[config.mk]
export PLATFORM = sky130hd
export DESIGN_NAME = counting_semaphore_fifo_waiters
export DESIGN_NICKNAME = d
export VERILOG_FILES = /design/src/design/csfw_pkg.sv /design/src/design/csfw_ctrl.sv /design/src/design/csfw_dp.sv /design/src/design/counting_semaphore_fifo_waiters.sv
export SDC_FILE = /design/constraint.sdc
export NUM_CORES = 1
export LEC_CHECK = 0
export BUFFER_PORTS_ARGS = -buffer_cell sky130_fd_sc_hd__buf_2
export CAP_MARGIN = 15
export CORE_MARGIN = 10
export CORE_UTILIZATION = 31
export CTS_CLUSTER_SIZE = 25
export DETAILED_ROUTE_END_ITERATION = 8
export GPL_ROUTABILITY_DRIVEN = 0
export PLACE_DENSITY = 0.56
export SLEW_MARGIN = 20
export SYNTH_ARGS = -nofsm -noshare
export SYNTH_HDL_FRONTEND = slang
export SYNTH_SLANG_ARGS = --single-unit
[constraint.sdc]
create_clock -name clk -period 7.7 [get_ports clk]
set_clock_uncertainty 0.15 [all_clocks]
set_input_delay 0.385 -clock clk [delete_from_list [all_inputs] [get_ports clk]]
set_output_delay 0.385 -clock clk [all_outputs]
set_load 0.02 [all_outputs]
[src/design/csfw_pkg.sv]
// Package: shared types, codes and defaults for the counting semaphore block.
package csfw_pkg;

  localparam int THREAD_W = 8;
  localparam int COUNT_W  = 16;
  localparam int WCOUNT_W = 5;

  localparam int DEF_QUEUE_DEPTH = 16;
  localparam int DEF_THREAD_BITS = 8;
  localparam int DEF_COUNT_BITS  = 16;

  localparam logic [1:0] REQ_WAIT    = 2'd0;
  localparam logic [1:0] REQ_SIGNAL  = 2'd1;
  localparam logic [1:0] REQ_TIMEOUT = 2'd2;

  localparam logic [2:0] STS_ACQUIRED    = 3'd0;
  localparam logic [2:0] STS_QUEUED      = 3'd1;
  localparam logic [2:0] STS_WOULD_BLOCK = 3'd2;
  localparam logic [2:0] STS_WOKE        = 3'd3;
  localparam logic [2:0] STS_COUNTED     = 3'd4;
  localparam logic [2:0] STS_TIMED_OUT   = 3'd5;
  localparam logic [2:0] STS_IGNORED     = 3'd6;
  localparam logic [2:0] STS_REJECTED    = 3'd7;

  typedef struct packed {
    logic [1:0]          req_type;
    logic [THREAD_W-1:0] thread_id;
    logic                blocking;
  } in_word_t;

  typedef struct packed {
    logic [2:0]          status;
    logic [THREAD_W-1:0] thread_out;
    logic                thread_valid;
    logic [COUNT_W-1:0]  pending_count;
    logic [WCOUNT_W-1:0] waiter_count;
  } out_word_t;

  typedef enum logic [0:0] {
    ST_IDLE,
    ST_EXEC
  } state_t;

  typedef struct packed {
    logic capture;
    logic commit;
  } cmd_t;

endpackage

[src/design/csfw_ctrl.sv]
// Controller: sequences capture and commit, owns the output valid flag.
module csfw_ctrl (
  input  logic              clk,
  input  logic              rst_n,
  input  logic              in_valid,
  output logic              in_ready,
  output logic              out_valid,
  input  logic              out_ready,
  output csfw_pkg::cmd_t    cmd
);

  csfw_pkg::state_t state_r, state_nxt;
  logic             out_valid_r, out_valid_nxt;
  logic             slot_free;

  assign slot_free = !out_valid_r || out_ready;

  always_comb begin
    state_nxt = state_r;
    case (state_r)
      csfw_pkg::ST_IDLE: begin
        if (in_valid) state_nxt = csfw_pkg::ST_EXEC;
      end
      csfw_pkg::ST_EXEC: begin
        if (slot_free) state_nxt = csfw_pkg::ST_IDLE;
      end
      default: state_nxt = csfw_pkg::ST_IDLE;
    endcase
  end

  always_comb begin
    in_ready    = 1'b0;
    cmd.capture = 1'b0;
    cmd.commit  = 1'b0;
    case (state_r)
      csfw_pkg::ST_IDLE: begin
        in_ready    = 1'b1;
        cmd.capture = in_valid;
      end
      csfw_pkg::ST_EXEC: begin
        cmd.commit = slot_free;
      end
      default: begin
        in_ready = 1'b0;
      end
    endcase
  end

  // result word waits in the output register while the next word is taken
  always_comb begin
    if (cmd.commit) out_valid_nxt = 1'b1;
    else if (out_ready) out_valid_nxt = 1'b0;
    else out_valid_nxt = out_valid_r;
  end

  assign out_valid = out_valid_r;

  always_ff @(posedge clk) begin
    if (!rst_n) begin
      state_r     <= csfw_pkg::ST_IDLE;
      out_valid_r <= 1'b0;
    end else begin
      state_r     <= state_nxt;
      out_valid_r <= out_valid_nxt;
    end
  end

endmodule

[src/design/csfw_dp.sv]
// Datapath: pending count, waiter queue cells, per-cell match and result register.
module csfw_dp #(
  parameter int QUEUE_DEPTH = csfw_pkg::DEF_QUEUE_DEPTH,
  parameter int THREAD_BITS = csfw_pkg::DEF_THREAD_BITS,
  parameter int COUNT_BITS  = csfw_pkg::DEF_COUNT_BITS
) (
  input  logic                clk,
  input  logic                rst_n,
  input  csfw_pkg::cmd_t      cmd,
  input  csfw_pkg::in_word_t  in_word,
  output csfw_pkg::out_word_t out_word
);

  localparam int CNTW = $clog2(QUEUE_DEPTH + 1);
  localparam int TW   = (THREAD_BITS > csfw_pkg::THREAD_W) ? THREAD_BITS : csfw_pkg::THREAD_W;
  localparam int CW   = (COUNT_BITS > csfw_pkg::COUNT_W) ? COUNT_BITS : csfw_pkg::COUNT_W;
  localparam int WW   = (CNTW > csfw_pkg::WCOUNT_W) ? CNTW : csfw_pkg::WCOUNT_W;

  logic [THREAD_BITS-1:0] cell_r [QUEUE_DEPTH];
  logic [CNTW-1:0]        total_r, total_nxt;
  logic [COUNT_BITS-1:0]  pend_r, pend_nxt;

  logic [1:0]             req_r;
  logic [THREAD_BITS-1:0] tid_r;
  logic                   blk_r;
  logic [QUEUE_DEPTH-1:0] match_r;

  logic [TW-1:0]          tid_wide;
  logic [THREAD_BITS-1:0] tid_in;
  logic [QUEUE_DEPTH-1:0] match_nxt;
  logic [QUEUE_DEPTH-1:0] prefix;

  logic                   found, full, empty, pend_zero, pend_max;
  logic                   push, pop, remove;
  logic [QUEUE_DEPTH-1:0] shift_sel;
  logic [2:0]             status;
  logic [THREAD_BITS-1:0] tout;
  logic                   tvalid;

  csfw_pkg::out_word_t    out_r;
  logic [TW-1:0]          tout_wide;
  logic [CW-1:0]          pend_wide;
  logic [WW-1:0]          total_wide;

  assign tid_wide = TW'(in_word.thread_id);
  assign tid_in   = tid_wide[THREAD_BITS-1:0];

  // compare the incoming thread against every occupied cell at capture
  always_comb begin
    for (int i = 0; i < QUEUE_DEPTH; i++) begin
      match_nxt[i] = (cell_r[i] == tid_in) && (total_r > CNTW'(i));
    end
  end

  always_ff @(posedge clk) begin
    if (cmd.capture) begin
      req_r   <= in_word.req_type;
      tid_r   <= tid_in;
      blk_r   <= in_word.blocking;
      match_r <= match_nxt;
    end
  end

  // queued IDs are unique, so at most one match bit is set
  always_comb begin
    for (int i = 0; i < QUEUE_DEPTH; i++) begin
      prefix[i] = |(match_r & ({QUEUE_DEPTH{1'b1}} >> (QUEUE_DEPTH - 1 - i)));
    end
  end

  assign found     = |match_r;
  assign full      = (total_r == CNTW'(QUEUE_DEPTH));
  assign empty     = (total_r == '0);
  assign pend_zero = (pend_r == '0);
  assign pend_max  = &pend_r;

  always_comb begin
    status    = csfw_pkg::STS_REJECTED;
    tout      = '0;
    tvalid    = 1'b0;
    push      = 1'b0;
    pop       = 1'b0;
    remove    = 1'b0;
    pend_nxt  = pend_r;
    total_nxt = total_r;
    case (req_r)
      csfw_pkg::REQ_WAIT: begin
        if (found) begin
          status = csfw_pkg::STS_REJECTED;
        end else if (!pend_zero) begin
          pend_nxt = pend_r - COUNT_BITS'(1);
          status   = csfw_pkg::STS_ACQUIRED;
        end else if (!blk_r) begin
          status = csfw_pkg::STS_WOULD_BLOCK;
        end else if (full) begin
          status = csfw_pkg::STS_REJECTED;
        end else begin
          push      = 1'b1;
          total_nxt = total_r + CNTW'(1);
          status    = csfw_pkg::STS_QUEUED;
        end
      end
      csfw_pkg::REQ_SIGNAL: begin
        if (!pend_zero || empty) begin
          if (!pend_max) pend_nxt = pend_r + COUNT_BITS'(1);
          status = csfw_pkg::STS_COUNTED;
        end else begin
          pop       = 1'b1;
          tout      = cell_r[0];
          tvalid    = 1'b1;
          total_nxt = total_r - CNTW'(1);
          status    = csfw_pkg::STS_WOKE;
        end
      end
      csfw_pkg::REQ_TIMEOUT: begin
        if (found) begin
          remove    = 1'b1;
          tout      = tid_r;
          tvalid    = 1'b1;
          total_nxt = total_r - CNTW'(1);
          status    = csfw_pkg::STS_TIMED_OUT;
        end else begin
          status = csfw_pkg::STS_IGNORED;
        end
      end
      default: begin
        status = csfw_pkg::STS_REJECTED;
      end
    endcase
  end

  // cells at and above the removed one take their upper neighbor
  assign shift_sel = pop ? {QUEUE_DEPTH{1'b1}} : (remove ? prefix : '0);

  for (genvar g = 0; g < QUEUE_DEPTH; g++) begin : g_cell
    if (g < QUEUE_DEPTH - 1) begin : g_mid
      always_ff @(posedge clk) begin
        if (cmd.commit) begin
          if (push && (total_r == CNTW'(g))) cell_r[g] <= tid_r;
          else if (shift_sel[g]) cell_r[g] <= cell_r[g+1];
        end
      end
    end else begin : g_top
      always_ff @(posedge clk) begin
        if (cmd.commit && push && (total_r == CNTW'(g))) cell_r[g] <= tid_r;
      end
    end
  end

  always_ff @(posedge clk) begin
    if (!rst_n) begin
      pend_r  <= '0;
      total_r <= '0;
    end else if (cmd.commit) begin
      pend_r  <= pend_nxt;
      total_r <= total_nxt;
    end
  end

  assign tout_wide  = TW'(tout);
  assign pend_wide  = CW'(pend_nxt);
  assign total_wide = WW'(total_nxt);

  always_ff @(posedge clk) begin
    if (cmd.commit) begin
      out_r.status        <= status;
      out_r.thread_out    <= tout_wide[csfw_pkg::THREAD_W-1:0];
      out_r.thread_valid  <= tvalid;
      out_r.pending_count <= pend_wide[csfw_pkg::COUNT_W-1:0];
      out_r.waiter_count  <= total_wide[csfw_pkg::WCOUNT_W-1:0];
    end
  end

  assign out_word = out_r;

endmodule

[src/design/counting_semaphore_fifo_waiters.sv]
// Top level: counting semaphore with a FIFO queue of waiting threads.
// In the accept cycle of a request word its thread ID is compared against every queue
// cell in parallel, and in the update state that follows the decision is made, the
// pending count and the queue cells are updated and the result word is loaded into the
// output register. A new request is taken in the cycle after that, also while the
// previous result still waits; a result that is not taken by then holds the block in
// its update cycle until the output register frees up. The queue is a row of cells that
// shifts toward the head to close the gap left by a woken or timed-out thread, and needs
// no clearing pass after reset. Waits for a queued thread, blocking waits on a full
// queue and unknown request types return status rejected and change nothing.
module counting_semaphore_fifo_waiters #(
  parameter int QUEUE_DEPTH = csfw_pkg::DEF_QUEUE_DEPTH,
  parameter int THREAD_BITS = csfw_pkg::DEF_THREAD_BITS,
  parameter int COUNT_BITS  = csfw_pkg::DEF_COUNT_BITS
) (
  input  logic                clk,
  input  logic                rst_n,
  input  logic                in_valid,
  output logic                in_ready,
  input  csfw_pkg::in_word_t  in_word,
  output logic                out_valid,
  input  logic                out_ready,
  output csfw_pkg::out_word_t out_word
);

  csfw_pkg::cmd_t cmd;

  csfw_ctrl u_ctrl (
    .clk       (clk),
    .rst_n     (rst_n),
    .in_valid  (in_valid),
    .in_ready  (in_ready),
    .out_valid (out_valid),
    .out_ready (out_ready),
    .cmd       (cmd)
  );

  csfw_dp #(
    .QUEUE_DEPTH (QUEUE_DEPTH),
    .THREAD_BITS (THREAD_BITS),
    .COUNT_BITS  (COUNT_BITS)
  ) u_dp (
    .clk      (clk),
    .rst_n    (rst_n),
    .cmd      (cmd),
    .in_word  (in_word),
    .out_word (out_word)
  );

endmodule
# After elaboration in Yosys (flattened, before gate mapping)
# Memory sizes are Yosys's and may differ from the RTL's.
# Cells that the tools add are included.
# Widths: inputs -> output; s select.
# totals
regBits	83
ram_bits	128
out_inout_bits	35
memories	1
# mem_list
memory	words	word_bits	read_ports	rd_clocked_by_memory_dff	wr	line	source
u_dp.cell_r	16	8	16	0	15	csfw_dp.sv:19	logic [THREAD_BITS-1:0] cell_r [QUEUE_DEPTH];
# classes
n_addsub	4
n_lt_le_gt_ge	16
n_eq_ne	34
n_mux	167
bitwise	16
n_reduce_logical	58
# ops
cell	count
$mux 8	18
$eq 8x8->1	16
$mux 1	124
$mux 16	4
$eq 5x4->1 const B	8
$gt 5x4->1 const B	8
$logic_and 1x1->1	33
$pmux 16 s2	1
$mux 15	2
$mux 5	6
$eq 5x3->1 const B	4
$gt 5x3->1 const B	4
$add 16x1->16 const B	1
$logic_not 16->1	1
$pmux 8 s2	1
$reduce_and 16->1	1
$reduce_or 16->1	1
$reduce_or 8->1	2
$sub 16x1->16 const B	1
$mux 3	5
$or 1x1->1	15
$pmux 5 s3	1
$reduce_or 15->1	1
$reduce_or 14->1	1
30 further kinds	36

# Logic depth before layout (Yosys ltp)
# Gate-level depths: netlist (run 1).
# depth
word_depth	12
ltp_mapped	11
mapped_depth_nobuf	8

# Hierarchy
# From an unflattened synthesis (run 1), not the netlist that was laid out.
# unflattened
hier_cells	1043
area_unflattened_um2	12147.9
# by_module_without_submodules
module	n_inst	cells_per_inst	area_each_um2
csfw_dp	1	1033	12037.8
csfw_ctrl	1	10	110.1

# Least setup slack after synthesis (run 1)
# No wires, ideal clock.
# synth_timing
kind	flip-flop to flip-flop
start	reg u_dp.pend_r[0]
end	mem u_dp.cell_r[2][0] in the netlist's numbering, enable pin
arrival_time_ps	2719
required_time_ps	7231
setup_slack_ps	4512
path_stages_with_launch	11
n_path_buf	2
cell_sequence	dfxtp_1 -> clkbuf_1 -> inv_1 -> ha_1 -> nor4bb_1 -> nand4_2 -> or4_1 -> buf_2 -> or3_4 -> o211ai_4 -> o31ai_1
# synth_rtl
item	line	source
start, declared	csfw_dp.sv:21	logic [COUNT_BITS-1:0] pend_r, pend_nxt;
start signal, assigned	csfw_dp.sv:155	pend_r <= pend_nxt;
end, declared	csfw_dp.sv:19	

==> flow_summary_export.csv, run 1 <==
group,metric,value,unit
run_status,status,"completed",
detailed_routing,ant_nets,0,
sta,period_minus_slack,3.84,ns
sta,worst-slew-pin-transition,1.05,ns
yosys,ys_types,76,
worst_hold_path,hold_class,"in2reg",
placed_design,placed_area,0.0125,mm2
worst_setup_path,cp-endpoint,"u_dp.cell_r[2][20]$_DFFE_PP_",
cells_and_area,fill_cells,3763,
detailed_routing,wire_per_inst,20.8,um
detailed_routing,num_vias,8277,
grt,grt_overflow,0,
cells_and_area,antenna_cells,0,
detailed_routing,viasPerCell,5.35,
clock_network,cts.path.max_buffers,3,
worst_setup_path,cp_max_fo,14,
cells_and_area,drive_above_1_share,16.1,%
grt,grt_max_degree,64,
cells_and_area,area_growth,12.2,%
yosys,yosys_warnings,0,
worst_setup_path,endpoint_kind,"flip-flop",
die,placementRows,71,
grt,grt_pass1_vias,8348,
flow_run,maxCapViolCount,0,
die,die_w,215,um
clock_network,tritoncts,"done",
yosys,ys_seq_elements,211,
detailed_routing,drt_iter0_markers,757,
yosys,synth_ff_type,"edfxtp_1",
die,core,0.0377,mm2
grt,grt_antenna_before_repair,0,
sta,setup_viol,0,
yosys,synthCells,998,
worst_setup_path,rr_endpoint,"u_dp.cell_r[2][20]$_DFFE_PP_",
clock_network,clock_latency,0.53,ns
grt,grt_pass1_wl,50000,um
yosys,syn_avg_cell_area,11.9,um2
clock_network,path_clk_slew,0.07,ns
worst_setup_path,rr_worst_depth,8,
worst_setup_path,crit_start,"u_dp.total_r[0]$_SDFFE_PN0P_",
worst_setup_path,required,7.71,ns
clock_network,post_cts_buffers,0,
placed_design,place_inst,1502,
die,ios,50,
yosys,yosysSeqAreaShare,51.6,%
clock_network,clock-root-buffer,"clkbuf_16",
worst_setup_path,cp.arrival,3.85,ns
detailed_routing,drt_wl_total,32200,um
cells_and_area,finalInstanceArea,0.0133,mm2
worst_hold_path,hold_path_depth,3,
clock_network,cts_buffers,23,
sta,slew_headroom,29.5,%
grt,grt.total_usage,13.4,%
worst_setup_path,reg2reg_slack,3.86,ns
worst_setup_path,critPathKind,"reg2reg",
power_and_ir_drop,leakage,4.34,nW
power_and_ir_drop,worst_ir_drop_vdd,0.116,mV
cells_and_area,register_area,0.00611,mm2
cells_and_area,nets,1047,
yosys,async_flop_share,0,%
placed_design,port-buffer-count,49,
cells_and_area,final_cells,1546,
yosys,synth_nets,1025,
cells_and_area,multi_input_area,0.00539,mm2
power_and_ir_drop,pwr_density_cell,208,mW/mm2
sta,fmax,261,MHz
worst_setup_path,cp-start-kind,"flip-flop",
placed_design,hpwl,22200,um
worst_setup_path,r2r_start,"u_dp.total_r[0]$_SDFFE_PN0P_",
sta,setup_ws,3.86,ns
clock_network,h-tree-depth,1,
detailed_routing,post-route-drc-count,0,
yosys,synth_edf_count,188,
sta,hold_violations,0,
die,dieArea,0.0464,mm2
clock_network,clock-sinks,211,
sta,drv_slew,0,
placed_design,place_ws,3.79,ns
die,start_util,31.4,%
die,fp.dieH,215,um
sta,finalSetupTns,0,ns
yosys,synth_area,0.0118,mm2
detailed_routing,firstDrtPassIters,5,
sta,finalCritPeriodShare,49.8,%
sta,rsz0062_at_grt,"no",
[stage by stage]
stage | hold WS [ns] | total power [mW] | util [%]
6_report | 0.0268 | 2.76 | 35.3
5_1_grt | 0.0364 | 2.86 | 35.3
4_1_cts | 0.00392 | 2.78 | 35.2
3_5_place_dp | 0.345 | 1.70 | 33.3
3_3_place_gp | 0.344 | 1.70 | 33.3
2_1_floorplan | 0.334 | 1.60 | -
[critical path, stage by stage (launching register included)]
cell and delay [ns]:
dfxtp_1 0.58, inv_1 0.19, ha_1 0.31, or4b_1 0.36
nand3_1 0.46, a21oi_1 0.30, buf_4 0.26, o221a_1 0.46
o21bai_1 0.39
[registers in the layout, summed over array words and instances, names as in the netlist, 2 cells and up]
| register | count |
|---|---|
| u_dp.total_r | 5 |
| u_dp.out_word | 33 |
| u_dp.tid_r | 8 |
| u_dp.req_r | 2 |
| u_dp.match_r | 16 |
| u_dp.cell_r | 128 |
| u_dp.pend_r | 16 |
[cells in the mapped netlist, types with 4 or more instances]
library cell / n / area (um2)
edfxtp_1: 188 / 5650
dfxtp_1: 23 / 460
o21ai_0: 33 / 165
mux2_4: 8 / 120
a211oi_1: 7 / 52.6
xnor2_1: 95 / 832
and3_1: 9 / 56.3
nor2_1: 36 / 135
mux2_1: 69 / 777
o21bai_1: 5 / 37.5
nand3_1: 34 / 170
nand2b_1: 4 / 25.0
or4_1: 5 / 37.5
nor3_1: 23 / 115
buf_1: 5 / 18.8
and2_1: 6 / 37.5
a221oi_1: 4 / 35.0
a311oi_1: 5 / 43.8
mux2_2: 45 / 507
nand4_1: 34 / 213
nor4_1: 16 / 100
xor2_1: 35 / 307
nand2_1: 54 / 203
and4_1: 8 / 70.1
clkbuf_1: 52 / 195
o211ai_1: 7 / 52.6
a21oi_1: 34 / 170
ha_1: 12 / 150
o211ai_2: 4 / 50.1
a31oi_1: 18 / 113
o221ai_1: 4 / 35.0
nor3b_1: 4 / 30.0
inv_1: 19 / 71.3
a22oi_1: 9 / 67.6
buf_2: 6 / 30.0
nor2b_1: 9 / 56.3
[cell families after synthesis]
| family | count (synthesis) | synth area share [%] |
|---|---|---|
| xor+xnor | 130 | 9.62 |
| fa+ha+maj | 12 | 1.27 |
| compound gates | 175 | 10.3 |
| simple gates | 259 | 12.3 |
| flops | 211 | 51.6 |
| buf+inv | 87 | 2.92 |
| mux | 124 | 12.0 |
[cells in the final DEF, fill, tap and decap left out, types with 26 or more instances in the layout]
cell type / netlist / routed
nand4_1: 34 / 34
buf_2: 6 / 49
mux2_1: 69 / 69
nand3_1: 34 / 34
mux2_2: 45 / 45
a21oi_1: 34 / 34
edfxtp_1: 188 / 188
nand2_1: 54 / 54
xor2_1: 35 / 35
nor2_1: 36 / 36
o21ai_0: 33 / 26
xnor2_1: 95 / 95
[worst min-delay path by stage]
stage | startpoint | to | slack [ns]
2_1_floorplan | in_word[0] | u_dp.blk_r$_DFFE_PP_ | 0.33
3_3_place_gp | u_ctrl.state_r$_SDFF_PN0_ | u_ctrl.out_valid$_SDFFE_PN0P_ | 0.34
3_5_place_dp | u_ctrl.state_r$_SDFF_PN0_ | u_ctrl.out_valid$_SDFFE_PN0P_ | 0.35
4_1_cts | out_ready | u_ctrl.out_valid$_SDFFE_PN0P_ | 0.004
5_1_grt | out_ready | u_ctrl.out_valid$_SDFFE_PN0P_ | 0.04
6_report | out_ready | u_ctrl.out_valid$_SDFFE_PN0P_ | 0.03
[per-layer routing]
metal	GRT usage, %	vias up	routed length (um)
li1	-	3844	-
met1	18.4	4132	15200
met3	2.24	55	1570
met5	0	-	0
met4	3.19	0	715
met2	21.4	246	14700
[power by group]
part | switching (mW) | total [mW] | internal [mW]
Sequential | 0.0492 | 1.35 | 1.30
Clock | 0.463 | 1.08 | 0.614
Combinational | 0.207 | 0.330 | 0.123
Total | 0.720 | 2.76 | 2.04
[what timing repair did]
item	CTS	global route
endpoints found under the setup margin	0	0
hold buffers	4	0
endpoints found under the hold margin	4	0
gates resized for setup	0	0
[layout make-up]
class / instances / share of cell area, %
clock inverter: 12 / 0.839
timing repair buffer: 62 / 2.66
clock buffer: 28 / 4.48
tap: 511 / 4.81
multi-input combinational: 700 / 40.6
sequential: 211 / 46.0
inverter: 22 / 0.622
Note: power is estimated with default switching activity, not from simulation.
==> run 2: changes to the inputs <==
- PLACE_DENSITY: 0.56 -> 0.57
- clock period: 7.7 -> 3.5 ns (I/O delays scaled with it)
==> run 2 against run 1 <==
  * Worst setup slack worse by 3.7 ns
  * Critical path depth unchanged
  * Utilization rose by 1.6 points
  * Die area did not move
  * Combinational power rose by 140%
  * Non-clock buffer count rose by 54
  * Sequential cell count unchanged
  * First-iteration DRC count is 11% higher
  * Maximum frequency grew 16%
  * Register-to-register slack lost 3.7 ns
  * Clock power increased to 2.6 times the previous value
  * Critical path type unchanged
  * Largest cell class unchanged
==> flow_summary_export.csv, run 2 (synthesis results as in run 1) <==
group,metric,value,unit
run_status,status,"completed",
grt,grt.met2_usage,22.5,%
cells_and_area,largest_reg_flops,128,
grt,top_usage_layer,"met2",
die,fp.dieH,215,um
sta,setup_viol,0,
sta,fmax,303,MHz
power_and_ir_drop,leakage,4.69,nW
cells_and_area,mostFrequentLayoutCells,"188 x edfxtp_1, 95 x xnor2_1, 69 x mux2_1, 59 x buf_4, 54 x nand2_1",
flow_run,maxCapViolCount,0,
clock_network,clock-root-buffer,"clkbuf_16",
cells_and_area,fill_cells,3701,
worst_setup_path,cp_max_fo,8,
cells_and_area,antenna_cells,0,
grt,use_met3,2.90,%
grt,grt_antenna_before_repair,0,
cells_and_area,final_common_cell,"edfxtp_1",
clock_network,clock_latency,0.55,ns
sta,slew_headroom,33.8,%
clock_network,tritoncts,"done",
power_and_ir_drop,worst_ir_drop_vdd,0.237,mV
detailed_routing,wire_per_inst,20.8,um
detailed_routing,ant_nets,0,
cells_and_area,drive_above_1_share,21.2,%
cells_and_area,fin_util,36.8,%
clock_network,cts_resized,0,
die,ios,50,
cells_and_area,regMostFlops,"u_dp.cell_r",
grt,grt_max_degree,47,
worst_setup_path,critPathKind,"reg2reg",
sta,drv_slew,0,
grt,grt_overflow,0,
placed_design,hpwl,23400,um
clock_network,path_clk_slew,0.06,ns
worst_setup_path,required,3.65,ns
clock_network,cts.path.max_buffers,3,
detailed_routing,viasPerCell,5.29,
sta,hold_violations,0,
detailed_routing,drt_wl_total,33500,um
sta,period_minus_slack,3.30,ns
detailed_routing,num_vias,8503,
detailed_routing,firstDrtPassIters,5,
cells_and_area,nets,1103,
clock_network,cts_buffers,25,
sta,rsz0062_at_grt,"no",
worst_hold_path,hold_class,"in2reg",
die,dieArea,0.0464,mm2
placed_design,port-buffer-count,49,
detailed_routing,post-route-drc-count,0,
clock_network,h-tree-depth,1,
clock_network,clock-sinks,211,
sta,worst-slew-pin-transition,0.993,ns
worst_setup_path,cp.arrival,3.44,ns
power_and_ir_drop,power.total,6.54,mW
sta,finalSetupTns,0,ns
cells_and_area,finalInstanceArea,0.0139,mm2
power_and_ir_drop,pwr_density_cell,471,mW/mm2
cells_and_area,area_growth,17.2,%
placed_design,placed_area,0.0129,mm2
grt,grt_pass1_wl,51500,um
worst_setup_path,cp-start-kind,"flip-flop",
grt,met1_usage,18.6,%
worst_setup_path,endpoint_kind,"flip-flop",
die,placementRows,71,
sta,finalCritPeriodShare,94.2,%
die,core,0.0377,mm2
detailed_routing,drt_iter0_markers,838,
grt,grt.total_usage,13.9,%
die,die_w,215,um
grt,grt_pass1_vias,8518,
die,start_util,31.4,%
-- run 2: changes by cell type in the layout (fill, tap and decap cells not counted), moves of 4 or more --
cell           previous run  this run
clkinv_2                  3         7
clkbuf_1                  5         0
o21ai_0                  26        33
clkinvlp_4                0         5
o21ai_1                  10         3
buf_4                     9        59
clkinv_1                  8         4
dlygate4sd3_1             4         8
-- run 2: final cells by class --
| cell class | count | area [um2] | share of cell area [%] |
|---|---|---|---|
| clock inverter | 19 | 233 | 1.68 |
| clock buffer | 27 | 653 | 4.71 |
| inverter | 22 | 82.6 | 0.595 |
| sequential | 211 | 6110 | 44.0 |
| multi-input combinational | 700 | 5390 | 38.9 |
| tap | 511 | 639 | 4.61 |
| timing repair buffer | 116 | 768 | 5.54 |
-- run 2: repair_timing --
action,CTS,global route
hold buffers,8,0
hold endpoints to repair,18,0
setup buffers,0,0
-- run 2: power by group --
part	switching, mW	internal, mW	total, mW
registers	0.103	2.87	2.97
logic	0.484	0.314	0.798
clock network	1.11	1.66	2.77
-- run 2: worst max-delay path: stages (launching register included) --
cell	delay, ns
dfxtp_1	0.30
inv_1	0.15
ha_1	0.32
or4b_1	0.63
nand2_1	0.16
o211ai_1	0.21
or4_1	0.52
o211ai_2	0.23
mux2_2	0.39
-- run 2: stage by stage --
stage | hold WS (ns) | setup slack (ns) | cells
2_1_floorplan | 0.124 | 0.312 | 998
3_3_place_gp | 0.245 | 0.250 | 1552
3_5_place_dp | 0.231 | 0.210 | 1552
4_1_cts | 0.0400 | 0.210 | 1606
5_1_grt | 0.0567 | 0.0697 | 1606
6_report | 0.0500 | 0.202 | 1606
-- run 2: per-layer routing --
layer  part of all wire, %  vias to the layer above  wire length, um
met5                     0                        -                0
met4                   2.4                        0              791
met3                   7.2                       58             2400
met2                    46                      309            15300
met1                    45                     4179            15000
li1                      -                     3957                -
-- run 2: worst paths after layout --
check,slack [ns],endpoint,start,cells after the start
max reg2reg,0.20,u_dp.cell_r[1][23]$_DFFE_PP_,u_dp.total_r[1]$_SDFFE_PN0P_,8
max,0.20,u_dp.cell_r[1][23]$_DFFE_PP_,u_dp.total_r[1]$_SDFFE_PN0P_,8
min reg2reg,0.36,u_ctrl.out_valid$_SDFFE_PN0P_,u_ctrl.out_valid$_SDFFE_PN0P_,2
min,0.05,u_dp.tid_r[2]$_DFFE_PP_,in_word[3],1
